File: config.mk
export PLATFORM = sky130hd
export DESIGN_NAME = sk256tc_ctrl
export DESIGN_NICKNAME = d
export VERILOG_FILES = /design/src/rtl/sk256tc_pkg.sv /design/src/rtl/sk256tc_ctrl.sv
export VERILOG_INCLUDE_DIRS = /design/src /design/src/rtl
export SDC_FILE = /design/constraint.sdc
export NUM_CORES = 1
export LEC_CHECK = 0
export BUFFER_PORTS_ARGS = -buffer_cell sky130_fd_sc_hd__buf_2
export CAP_MARGIN = 20
export CORE_ASPECT_RATIO = 1.2
export CORE_MARGIN = 5
export CORE_UTILIZATION = 53
export DETAILED_ROUTE_END_ITERATION = 8
export HOLD_SLACK_MARGIN = 0.05
export PLACE_DENSITY = 0.88
export SYNTH_ARGS = -nofsm -noshare
export SYNTH_HDL_FRONTEND = slang
export SYNTH_SLANG_ARGS = --single-unit
File: constraint.sdc
create_clock -name i_clk -period 1.8 [get_ports i_clk]
set_input_delay 0.27 -clock i_clk [delete_from_list [all_inputs] [get_ports i_clk]]
set_output_delay 0.27 -clock i_clk [all_outputs]
set_load 0.01 [all_outputs]
File: src/rtl/assert_macros.svh
// Assertion macros for the RTL; used by sk256tc_ctrl.
// No dependencies; include by bare file name.
`ifndef ASSERT_MACROS_SVH
`define ASSERT_MACROS_SVH

// Same-cycle implication, disabled while reset is asserted
`define AST_IMP(lbl, clk, rst_n, ante, cons, msg) \
    lbl: assert property (@(posedge clk) disable iff (!rst_n) (ante) |-> (cons)) \
        else $error(msg);

// Next-cycle implication, disabled while reset is asserted
`define AST_NXT(lbl, clk, rst_n, ante, cons, msg) \
    lbl: assert property (@(posedge clk) disable iff (!rst_n) (ante) |=> (cons)) \
        else $error(msg);

`endif

File: src/rtl/sk256tc_pkg.sv
// Package for the Skein-256 truncated-carry hash unit: constants, tables,
// controller/datapath command and status types. No dependencies.
package sk256tc_pkg;

    // Round count and derived counter widths
    localparam int ROUND_COUNT = 72;
    localparam int SUB_LAST    = (ROUND_COUNT + 3) / 4;
    localparam int RND_W       = $clog2(ROUND_COUNT + 1);
    localparam int SUB_W       = $clog2(SUB_LAST + 2);

    localparam logic [RND_W-1:0] ROUND_END = RND_W'(ROUND_COUNT);
    localparam logic [SUB_W-1:0] SUB_END   = SUB_W'(SUB_LAST);

    // Carry chain configuration
    localparam int               CARRY_W   = 7;
    localparam logic [CARRY_W-1:0] CARRY_MAX = 7'd64;
    localparam logic [CARRY_W-1:0] CARRY_RST = 7'd64;

    // Key schedule parity and tweak type field (type 48 at bit 56)
    localparam logic [63:0] KS_PARITY  = 64'h5555_5555_5555_5555;
    localparam logic [63:0] TWEAK_TYPE = 64'h3000_0000_0000_0000;
    localparam logic [63:0] BLOCK_BYTES = 64'd32;

    // Skein-256-256 initial chaining value
    localparam logic [63:0] IV_WORDS [4] = '{
        64'h1642_90A9_D4EE_EF1D, 64'h8E7E_AF44_B1B0_CD15,
        64'hA8BA_0822_F69D_09AE, 64'h0AF2_5C5E_364A_6468
    };

    // Threefish-256 rotation constants, indexed by round mod 8
    localparam logic [5:0] ROT_A [8] = '{
        6'd14, 6'd52, 6'd23, 6'd5, 6'd25, 6'd46, 6'd58, 6'd32
    };
    localparam logic [5:0] ROT_B [8] = '{
        6'd16, 6'd57, 6'd40, 6'd37, 6'd33, 6'd12, 6'd22, 6'd32
    };

    // Controller to datapath commands
    typedef struct packed {
        logic             load;      // take input word, build key and tweak
        logic             key_calc;  // compute subkey for sub_idx
        logic             inject;    // add subkey into state
        logic             fin;       // closing injection: update chaining value
        logic             step;      // one Threefish round
        logic [2:0]       rot_sel;
        logic [SUB_W-1:0] sub_idx;
        logic             load_out;  // move chaining value to output, restart
    } t_cmd;

    // Datapath to controller status
    typedef struct packed {
        logic last;      // current block is the last of the message
        logic out_full;  // output register cannot take a new word
    } t_sts;

endpackage

File: src/rtl/sk256tc_ctrl.sv
// Controller of the Skein-256 truncated-carry hash unit: sequences key setup,
// rounds, injections and output hand-over. Uses sk256tc_pkg, assert_macros.svh.
`include "assert_macros.svh"

module sk256tc_ctrl import sk256tc_pkg::*; (
    input  logic i_clk,
    input  logic i_rst_n,
    input  logic i_valid,
    output logic o_ready,
    input  t_sts i_sts,
    output t_cmd o_cmd
);

    typedef enum logic [4:0] {
        S_IDLE  = 5'b00001,
        S_KEY   = 5'b00010,
        S_INJ   = 5'b00100,
        S_ROUND = 5'b01000,
        S_OUT   = 5'b10000
    } t_state;

    t_state           r_state, n_state;
    logic [RND_W-1:0] r_rnd, n_rnd;
    logic [SUB_W-1:0] r_sub, n_sub;

    // Next state and commands
    always_comb begin
        n_state       = r_state;
        n_rnd         = r_rnd;
        n_sub         = r_sub;
        o_cmd         = '0;
        o_cmd.rot_sel = r_rnd[2:0];
        o_cmd.sub_idx = r_sub;
        o_ready       = 1'b0;
        unique case (r_state)
            S_IDLE: begin
                o_ready = 1'b1;
                if (i_valid) begin
                    o_cmd.load = 1'b1;
                    n_rnd      = '0;
                    n_sub      = '0;
                    n_state    = S_KEY;
                end
            end
            S_KEY: begin
                o_cmd.key_calc = 1'b1;
                n_state        = S_INJ;
            end
            S_INJ: begin
                o_cmd.inject = 1'b1;
                n_sub        = r_sub + 1'b1;
                if (r_rnd == ROUND_END) begin
                    o_cmd.fin = 1'b1;
                    n_state   = i_sts.last ? S_OUT : S_IDLE;
                end else begin
                    n_state = S_ROUND;
                end
            end
            S_ROUND: begin
                // next subkey is prepared while the rounds run
                o_cmd.step     = 1'b1;
                o_cmd.key_calc = 1'b1;
                n_rnd          = r_rnd + 1'b1;
                if (n_rnd == ROUND_END || n_rnd[1:0] == 2'b00) begin
                    n_state = S_INJ;
                end
            end
            S_OUT: begin
                if (!i_sts.out_full) begin
                    o_cmd.load_out = 1'b1;
                    n_state        = S_IDLE;
                end
            end
            default: begin
                n_state = S_IDLE;
            end
        endcase
    end

    always_ff @(posedge i_clk) begin
        if (!i_rst_n) begin
            r_state <= S_IDLE;
            r_rnd   <= '0;
            r_sub   <= '0;
        end else begin
            r_state <= n_state;
            r_rnd   <= n_rnd;
            r_sub   <= n_sub;
        end
    end

    // Checks
    `AST_IMP(a_rnd_range, i_clk, i_rst_n, 1'b1, r_rnd <= ROUND_END, "round count overran")
    `AST_IMP(a_inj_group, i_clk, i_rst_n, r_state == S_INJ, r_rnd[1:0] == 2'b00 || r_rnd == ROUND_END, "injection off a group boundary")
    `AST_IMP(a_fin_sub, i_clk, i_rst_n, o_cmd.fin, r_sub == SUB_END, "closing injection uses wrong subkey")
    `AST_NXT(a_out_free, i_clk, i_rst_n, o_cmd.load_out, !$past(i_sts.out_full), "output overwritten while held")

endmodule

==> results.py, run 1 <==
metrics = {
    "run_status": {
        "status": "finished with violations",
        "violations": "negative setup slack",
    },
    "final_layout": {
        "nets": 150,
        "post-route-util_pct": 65.54,
        "antennaDiodeCount": 0,
        "fillCellCount": 132,
        "syn2layout_area_growth_pct": 20.48,
        "drive_gt1_share_pct": 32.86,
    },
    "routing": {
        "antenna_left": 0,
        "post-route-drc-count": 0,
        "via_count": 969,
        "vias_per_cell": 6.094,
        "firstDrtPassIters": 4,
        "drt-total-wl_mm": 2.400,
        "dr.first_iter.drc_count": 35,
        "wl_per_cell_um": 15.09,
    },
    "min_path": {
        "holdPathStages": 3,
        "holdCritPathClass": "input port to register",
    },
    "yosys": {
        "postSynthAreaPerCell_um2": 8.627,
        "async_flop_share_pct": 0,
        "synthFlopType": "dfxtp_1",
        "synth-seq-cells": 17,
        "ys_warn_count": 0,
        "ys_types": 40,
        "synthCells": 114,
        "ys_seq_area_share_pct": 34.61,
        "syn_nets": 123,
        "synth_area_um2": 983.4,
        "synth_edf_count": 0,
    },
    "timing": {
        "setup_ws_ns": -0.03759,
        "drv_slew": 0,
        "finalCriticalPeriod_ns": 1.838,
        "tightest_slew_ns": 0.3996,
        "fmax_mhz": 544.2,
        "setup_violations": 2,
        "worst_clock_skew_ns": 0.01072,
        "hold_viol_final": 0,
        "slew_headroom_pct": 73.08,
        "post-route-period-util_pct": 102.1,
        "rsz0062_at_grt": "yes",
        "tns_ns": -0.03820,
    },
    "clock_tree": {
        "cts_made_buffers": 3,
        "insertion_delay_ns": 0.31,
        "cts.reportedPaths.clkPinSlew_ns": 0.10,
        "tritoncts": "yes",
        "cts_sinks": 17,
        "cts_root_buffer": "clkbuf_4",
        "cts.path.max_buffers": 2,
        "h-tree-depth": 1,
    },
    "floorplanning": {
        "ios": 20,
        "start_util_pct": 54.39,
        "die_h_um": 57.19,
        "die_area_mm2": 0.002820,
        "die_x_um": 49.32,
        "rows": 17,
        "coreArea_mm2": 0.001808,
    },
    "worst_setup_path": {
        "r2r.worst_path.cells": 5,
        "r2r_start": "r_state[3]",
        "cp-end-kind": "primary output",
        "crit_path_start": "r_state[4]",
        "critPathRequiredTime_ns": 1.53,
        "crit_path_start_kind": "register",
        "crit_type": "register to primary output",
        "rrSetupSlack_ns": 0.13,
        "critical_path.endpoint": "o_cmd[10]",
        "worstPathMaxFanout": 3,
        "cp.arrival_ns": 1.57,
        "r2r-end": "r_rnd[6]",
    },
    "global_route": {
        "overflow": 0,
        "grt_first_pass_wirelength_mm": 3.726,
        "grt_max_degree": 11,
        "grt_antenna_before_repair": 0,
        "grt_usage_pct": 16.85,
        "first_global_vias": 844,
    },
    "power": {
        "power_density_mw_per_mm2": 1089,
        "vdd_drop_max_mv": 0.8279,
        "leakage_nw": 0.5088,
        "design_power_total_mw": 1.290,
    },
    "place": {
        "hpwl_mm": 1.629,
        "numPortBuffers": 19,
        "gp_congestion": 0.9234,
    },
    "flow_run": {
        "drv_cap": 0,
    },
}
metal layers:
metal  global-route usage (%)  wire, um  vias up
li1                         -         -      464
met2                    27.81      1284       41
met3                    6.005       172        7
met5                        0         0        -
met4                    8.462        48        0
met1                    18.94       894      457
critical path, stage by stage, from the launching register on:
cell and delay, ns:
dfxtp_2 0.33, or4b_4 0.57, nor4_4 0.18, buf_2 0.18
stage by stage:
step	hold slack [ns]	cell area [um^2]	worst slack (ns)	cells
floorplan	0.4090	983.4	0.1883	114
global placement	0.4644	1099	0.1515	151
detailed placement	0.4731	1099	0.1081	151
CTS	0.2101	1159	-0.1611	157
global route	0.2294	1185	-0.09393	159
finish	0.2220	1185	-0.03759	159
synthesized netlist by cell type, types with 2 or more instances:
cell type  instances  area (um^2)
buf_2              3        15.01
nor2_1            15        56.30
or3_1              3        18.77
inv_1              8        30.03
o211ai_1           3        22.52
a31o_2             2        17.52
dfxtp_1           17        340.3
nand4b_1           2        17.52
ha_1               4        50.05
nand2_1            4        15.01
nand2b_1           2        12.51
nand3_1            2        10.01
or4_1              2        15.01
xor2_1             2        17.52
xnor2_1            3        26.28
o21ai_0            5        25.02
and3_1             5        31.28
a211oi_1           4        30.03
a21oi_1            5        25.02
buf_4              3        22.52
how the worst min path moves through the flow:
stage | startpoint | endpoint | slack, ns
floorplan | i_sts[1] | r_state[4] | 0.41
global placement | r_rnd[6] | r_rnd[6] | 0.46
detailed placement | r_rnd[6] | r_rnd[6] | 0.47
CTS | i_sts[1] | r_state[4] | 0.21
global route | i_sts[1] | r_state[4] | 0.23
finish | i_sts[1] | r_state[4] | 0.22
logic make-up after synthesis:
family                   count (synthesis)  share of synthesized area, %
AND/OR/NAND/NOR                         45                         27.86
AO/OA/AOI/OAI                           27                         18.96
flip-flops                              17                         34.61
buffers and inverters                   15                         8.015
XOR/XNOR                                 5                         4.454
adder cells (fa/ha/maj)                  4                         5.089
multiplexers                             1                         1.018
layout by cell type, fill, tap and decap left out, types with 4 or more instances in the layout:
master / count
nor2_1: 12
inv_1: 7
o21ai_0: 5
a211oi_1: 4
a21oi_1: 5
and3_1: 5
buf_4: 10
buf_2: 19
dfxtp_1: 15
ha_1: 4
state kept, by name, indices dropped and copies added (netlist names):
register  count
r_rnd         7
r_state       5
r_sub         5
layout make-up:
| type | count | area (um^2) | area share, % |
|---|---|---|---|
| flip-flops and latches | 17 | 345.3 | 29.14 |
| repair buffers | 29 | 170.2 | 14.36 |
| inverters | 8 | 30.03 | 2.534 |
| clock buffers | 4 | 26.28 | 2.218 |
| well taps | 19 | 23.77 | 2.006 |
| multi-input cells | 82 | 589.3 | 49.74 |
where the power goes:
group,switching [mW],internal [mW],total (mW)
Clock,0.136,0.0867,0.223
Sequential,0.0268,0.415,0.442
Combinational,0.350,0.274,0.625
Total,0.513,0.777,1.29
timing repair:
action | in CTS | in global routing
gates resized for setup | 4 | 6
setup buffers | 2 | 2
endpoints found under the hold margin | 0 | 0
hold buffers | 0 | 0
pin swaps | 1 | 3
setup endpoints to repair | 4 | 6
(Power assumes the default switching activity.)
==> inputs of run 2 (changes only) <==
ABC_AREA = 1   (was not set)
==> run 2 against run 1 <==
Compared with the run above:
- the run now ends clean
- flip-flop and latch count did not move
- sequential power fell by 12%
- non-clock buffer count down 10
- cell count grew 14%
- area after synthesis increased by 5.2%
- maximum frequency increased by 8.7%
- first-iteration DRC count fell by 23%
- via count up 2.3%
- critical path type unchanged
- largest cell class unchanged
==> results.py, run 2 <==
metrics = {
    "routing": {
        "vias_per_cell": 5.445,
        "antenna_left": 0,
        "firstDrtPassIters": 4,
        "post-route-drc-count": 0,
        "via_count": 991,
        "wl_per_cell_um": 12.01,
        "dr.first_iter.drc_count": 27,
        "drt-total-wl_mm": 2.186,
    },
    "min_path": {
        "holdCritPathClass": "input port to register",
        "holdPathStages": 3,
    },
    "worst_setup_path": {
        "cp.buffers_inverters": 3,
        "path_depth": 5,
        "crit_top_cell": "inv_1",
        "r2r.worst_path.cells": 7,
        "critPathRequiredTime_ns": 1.53,
        "crit_chain": "inv_1 -> nor2_1 -> nand4_4 -> inv_1 -> buf_2",
        "slowest_delay_ns": 0.40,
        "crit_path_start_kind": "register",
        "crit_type": "register to primary output",
        "cp.arrival_ns": 1.42,
        "path_delay_family": "simple AND/OR/NAND/NOR gates",
        "cp-end-kind": "primary output",
        "slowest_stage": "dfxtp_1",
        "worstPathMaxFanout": 13,
    },
    "yosys": {
        "syn_nets": 154,
        "synthCells": 145,
        "ys_types": 24,
        "async_flop_share_pct": 0,
        "synthFlopType": "dfxtp_1",
        "postSynthAreaPerCell_um2": 7.136,
        "synth_edf_count": 0,
        "ys_top_cells_by_count": "nand3_1, nand2_1, nor2_1",
        "netlist.area_leader.share_pct": 32.89,
        "synth-seq-cells": 17,
        "synth_area_leaders": "dfxtp_1, nand3_1, nand2_1",
        "yosysMostFrequentCell": "nand3_1",
        "synth_area_mm2": 0.001035,
        "synth_area_leader_cell": "dfxtp_1",
        "ys_seq_area_share_pct": 32.89,
        "ys_warn_count": 0,
    },
    "power": {
        "power_density_mw_per_mm2": 589.9,
        "switching_share_pct": 27.24,
        "vdd_drop_max_mv": 0.3321,
        "netSwitchingPower_uw": 186.6,
        "p_seq_share_pct": 56.7,
        "p_int_uw": 498.3,
        "design_power_total_uw": 684.9,
        "comb_power_share_pct": 14.6,
        "pwr-share-clk_pct": 28.8,
        "leakage_nw": 0.5372,
    },
    "place": {
        "numPortBuffers": 19,
        "gp_congestion": 0.8420,
        "hpwl_mm": 1.697,
        "place_inst": 178,
        "dp_slack_ns": 0.3457,
    },
    "flow_run": {
        "drv_cap": 0,
    },
    "final_layout": {
        "nets": 173,
        "layout_commonest_cell": "nand3_1",
        "layoutNonFillerInstCount": 182,
        "syn2layout_area_growth_pct": 12.21,
        "top_regs": "r_rnd x7, r_state x5, r_sub x5",
        "drive_gt1_share_pct": 22.70,
        "final_cell_mix": "nand3_1, nand2_1, buf_2",
        "antennaDiodeCount": 0,
        "largest_reg_flops": 7,
        "largest-register": "r_rnd",
    },
    "timing": {
        "slew_headroom_pct": 73.30,
        "setup_ws_ns": 0.1097,
        "post-route-period-util_pct": 93.91,
        "finalCriticalPeriod_ns": 1.690,
        "tightest_slew_ns": 0.4001,
        "fmax_mhz": 591.6,
        "setup_violations": 0,
        "drv_slew": 0,
        "hold_viol_final": 0,
        "worst_clock_skew_ns": 0.004425,
    },
    "run_status": {
        "status": "completed",
    },
    "floorplanning": {
        "die_x_um": 50.34,
        "die_area_mm2": 0.002940,
        "rows": 17,
        "coreArea_mm2": 0.001851,
        "die_h_um": 58.40,
        "start_util_pct": 55.92,
        "ios": 20,
    },
    "clock_tree": {
        "hold_buffers": 0,
        "cts_root_buffer": "clkbuf_4",
        "insertion_delay_ns": 0.28,
        "cts_sinks": 17,
        "cts_made_buffers": 3,
        "h-tree-depth": 1,
        "tritoncts": "yes",
        "cts.reportedPaths.clkPinSlew_ns": 0.09,
        "cts.path.max_buffers": 2,
    },
    "global_route": {
        "overflow": 0,
        "grt_antenna_before_repair": 0,
        "grt_max_degree": 14,
        "grt_first_pass_wirelength_mm": 3.553,
        "grt_usage_pct": 14.73,
        "first_global_vias": 918,
    },
}
-- run 2: final cells by class --
type,instances,area [um^2]
Clock buffer,4,26.28
Fill cell,163,689.4
Inverter,20,75.07
Multi-Input combinational cell,103,598.1
Sequential cell,17,342.8
Tap cell,19,23.77
Timing Repair Buffer,19,95.09
-- run 2: repair_timing --
item                       in CTS  in global routing
setup endpoints to repair       0                  2
buffers inserted                0                  0
gates resized for setup         0                  5
hold endpoints to repair        0                  0
-- run 2: tightest hold or removal path: cells and delay by family --
kind	cells	cell delay [ns]
buf+inv	1	0.13
simple gates	2	0.10
-- run 2: final timing paths --
path / start / endpoint / slack, ns
max: r_state[0] / o_cmd[13] / 0.11
min: i_rst_n / r_sub[0] / 0.26
max reg2reg: r_rnd[0] / r_rnd[6] / 0.50
min reg2reg: r_rnd[0] / r_rnd[0] / 0.50
-- run 2: cells by family after synthesis --
logic type | count (synthesis) | synth area share [%]
and+or+nand+nor | 79 | 40.27
buffers and inverters | 25 | 10.88
AOI/OAI and AO/OA | 18 | 9.430
DFF | 17 | 32.89
adders and majority gates | 4 | 4.837
xor gates and xnor gates | 2 | 1.693
-- run 2: metal layers --
layer | up-vias | GRT usage, % | wire length, um
met4 | 0 | 6.934 | 20
met5 | - | 0 | 0
met3 | 4 | 2.532 | 99
met1 | 449 | 16.85 | 979
met2 | 21 | 26.21 | 1087
li1 | 517 | - | -
-- run 2: per-stage QoR --
stage | instance area, um^2 | utilization [%] | setup TNS [ns] | hold slack [ns]
CTS | 1142 | 61.73 | 0 | 0.2492
detailed placement | 1116 | 60.31 | 0 | 0.5100
global route | 1161 | 62.75 | -0.0008215 | 0.2658
global placement | 1116 | 60.31 | 0 | 0.5035
finish | 1161 | 62.75 | 0 | 0.2592
floorplan | 1035 | - | 0 | 0.3908
-- run 2: power groups by stage --
stage          Sequential (mW)  Clock [mW]  Combinational (mW)
2_1_floorplan            0.396           0              0.0749
3_3_place_gp             0.397           0              0.0923
3_5_place_dp             0.397           0              0.0964
4_1_cts                  0.388       0.209              0.0968
5_1_grt                  0.389       0.222               0.109
6_report                 0.388       0.197              0.0997
==> inputs of run 3 (changes only) <==
CORE_ASPECT_RATIO = not set   (was 1.2)
==> run 3 against run 2 <==
Compared with the run above:
- first-iteration DRC count increased by 22%
- non-clock buffer count increased by 1
- worst setup slack improved by 0.0019 ns
- clock skew decreased by 0.00061 ns
- via count increased by 2.3%
- cell count increased by 4.9%
- sequential share of layout area decreased by 0.38 points
- worst hold slack got worse by 0.0077 ns
- critical path depth decreased by 1
==> results.py, run 3 (synthesized netlist as in run 2, its figures left out) <==
metrics = {
    "global_route": {
        "grt_first_pass_wirelength_mm": 4.077,
        "grtUsageMet1_pct": 21.87,
        "first_global_vias": 969,
        "grt_antenna_before_repair": 0,
        "grt_usage_pct": 18.96,
        "overflow": 0,
        "grt_util_met2_pct": 33.47,
        "grt_max_degree": 14,
        "use_met3_pct": 3.601,
        "grt-busiest-layer": "met2",
    },
    "routing": {
        "post-route-drc-count": 0,
        "dr.first_iter.drc_count": 33,
        "vias_per_cell": 5.309,
        "wl_per_cell_um": 13.06,
        "firstDrtPassIters": 6,
        "via_count": 1014,
        "antenna_left": 0,
        "drt-total-wl_mm": 2.494,
    },
    "final_layout": {
        "antennaDiodeCount": 0,
        "layout_commonest_cell": "nand3_1",
        "top_regs": "r_rnd x7, r_state x5, r_sub x5",
        "syn2layout_area_growth_pct": 13.66,
        "largest_reg_flops": 7,
        "nets": 174,
        "final_cell_mix": "nand3_1, nand2_1, buf_2",
        "largest-register": "r_rnd",
        "drive_gt1_share_pct": 23.78,
    },
    "timing": {
        "rsz0062_at_grt": "no",
        "finalCriticalPeriod_ns": 1.688,
        "setup_violations": 0,
        "tns_ns": 0,
        "hold_viol_final": 0,
        "drv_slew": 0,
        "tightest_slew_ns": 0.3833,
        "worst_clock_skew_ns": 0.003815,
        "slew_headroom_pct": 74.42,
        "post-route-period-util_pct": 93.80,
        "fmax_mhz": 592.3,
    },
    "clock_tree": {
        "cts.path.max_buffers": 2,
        "insertion_delay_ns": 0.29,
        "hold_buffers": 0,
        "cts_made_buffers": 3,
        "cts.reportedPaths.clkPinSlew_ns": 0.10,
        "h-tree-depth": 1,
        "cts_sinks": 17,
        "cts_root_buffer": "clkbuf_4",
        "tritoncts": "yes",
    },
    "place": {
        "hpwl_mm": 1.863,
        "numPortBuffers": 19,
        "gp_congestion": 0.7962,
    },
    "worst_setup_path": {
        "critPathRequiredTime_ns": 1.53,
        "rrSetupSlack_ns": 0.42,
        "r2r_start": "r_rnd[0]",
        "r2r.worst_path.cells": 6,
        "cp-end-kind": "primary output",
        "crit_path_start": "r_state[1]",
        "worstPathMaxFanout": 6,
        "cp.arrival_ns": 1.42,
        "crit_path_start_kind": "register",
        "crit_type": "register to primary output",
        "r2r-end": "r_rnd[4]",
    },
    "power": {
        "vdd_drop_max_mv": 0.3990,
        "leakage_nw": 0.5429,
        "power_density_mw_per_mm2": 590.8,
        "design_power_total_uw": 694.8,
    },
    "run_status": {
        "status": "completed",
    },
    "floorplanning": {
        "die_h_um": 54.19,
        "start_util_pct": 54.41,
        "coreArea_mm2": 0.001902,
        "die_area_mm2": 0.002936,
        "rows": 16,
        "die_x_um": 54.19,
        "ios": 20,
    },
    "min_path": {
        "worstHoldEndpoint": "r_sub[0]",
        "holdCritPathClass": "input port to register",
        "min_from": "i_rst_n",
        "holdPathStages": 3,
    },
    "flow_run": {
        "drv_cap": 0,
    },
}
-- run 3: layer usage --
layer / routed length (um) / vias to the layer above / share of wire (%)
li1: - / 513 / -
met2: 1284 / 30 / 51
met3: 104 / 4 / 4.2
met1: 1081 / 467 / 43
met5: 0 / - / 0
met4: 24 / 0 / 0.96
-- run 3: area by class of cell --
type	count	area, um^2
clock buffer	4	26.28
tap	27	33.78
inverter	20	75.07
sequential	17	342.8
multi-input combinational	103	595.6
fill	158	725.7
timing repair buffer	20	102.6
-- run 3: through the flow --
stage / area [um^2] / hold WS (ns) / cells / utilization, % / setup WS, ns
floorplan: 1035 / 0.3908 / 145 / - / 0.5164
global placement: 1126 / 0.5049 / 186 / 59.21 / 0.3676
detailed placement: 1126 / 0.5151 / 186 / 59.21 / 0.3502
CTS: 1152 / 0.2531 / 190 / 60.59 / 0.02390
global route: 1176 / 0.2534 / 191 / 61.84 / 0.0001141
finish: 1176 / 0.2515 / 191 / 61.84 / 0.1116
-- run 3: report_power, final --
part	switching, mW	internal [mW]
registers	0.00813	0.381
logic	0.0695	0.0327
clock network	0.117	0.0860
total	0.195	0.500
-- run 3: repair_timing --
action,4_1_cts,5_1_grt
resized for setup,0,5
buffers inserted,0,1
endpoints found under the setup margin,0,2
-- run 3: worst max path at each step --
stage           endpoint  slack [ns]  depth (start not counted)
2_1_floorplan  o_cmd[10]        0.52                          6
3_3_place_gp   o_cmd[10]        0.37                          7
3_5_place_dp   o_cmd[10]        0.35                          7
4_1_cts        o_cmd[10]        0.02                          7
5_1_grt        o_cmd[10]      0.0001                          7
6_report       o_cmd[10]        0.11                          4
-- run 3: critical path, stage by stage, from the launching register on --
cell and delay, ns:
dfxtp_1 0.38, nor2_4 0.22, nand3_1 0.24, nor2_1 0.15, buf_2 0.14
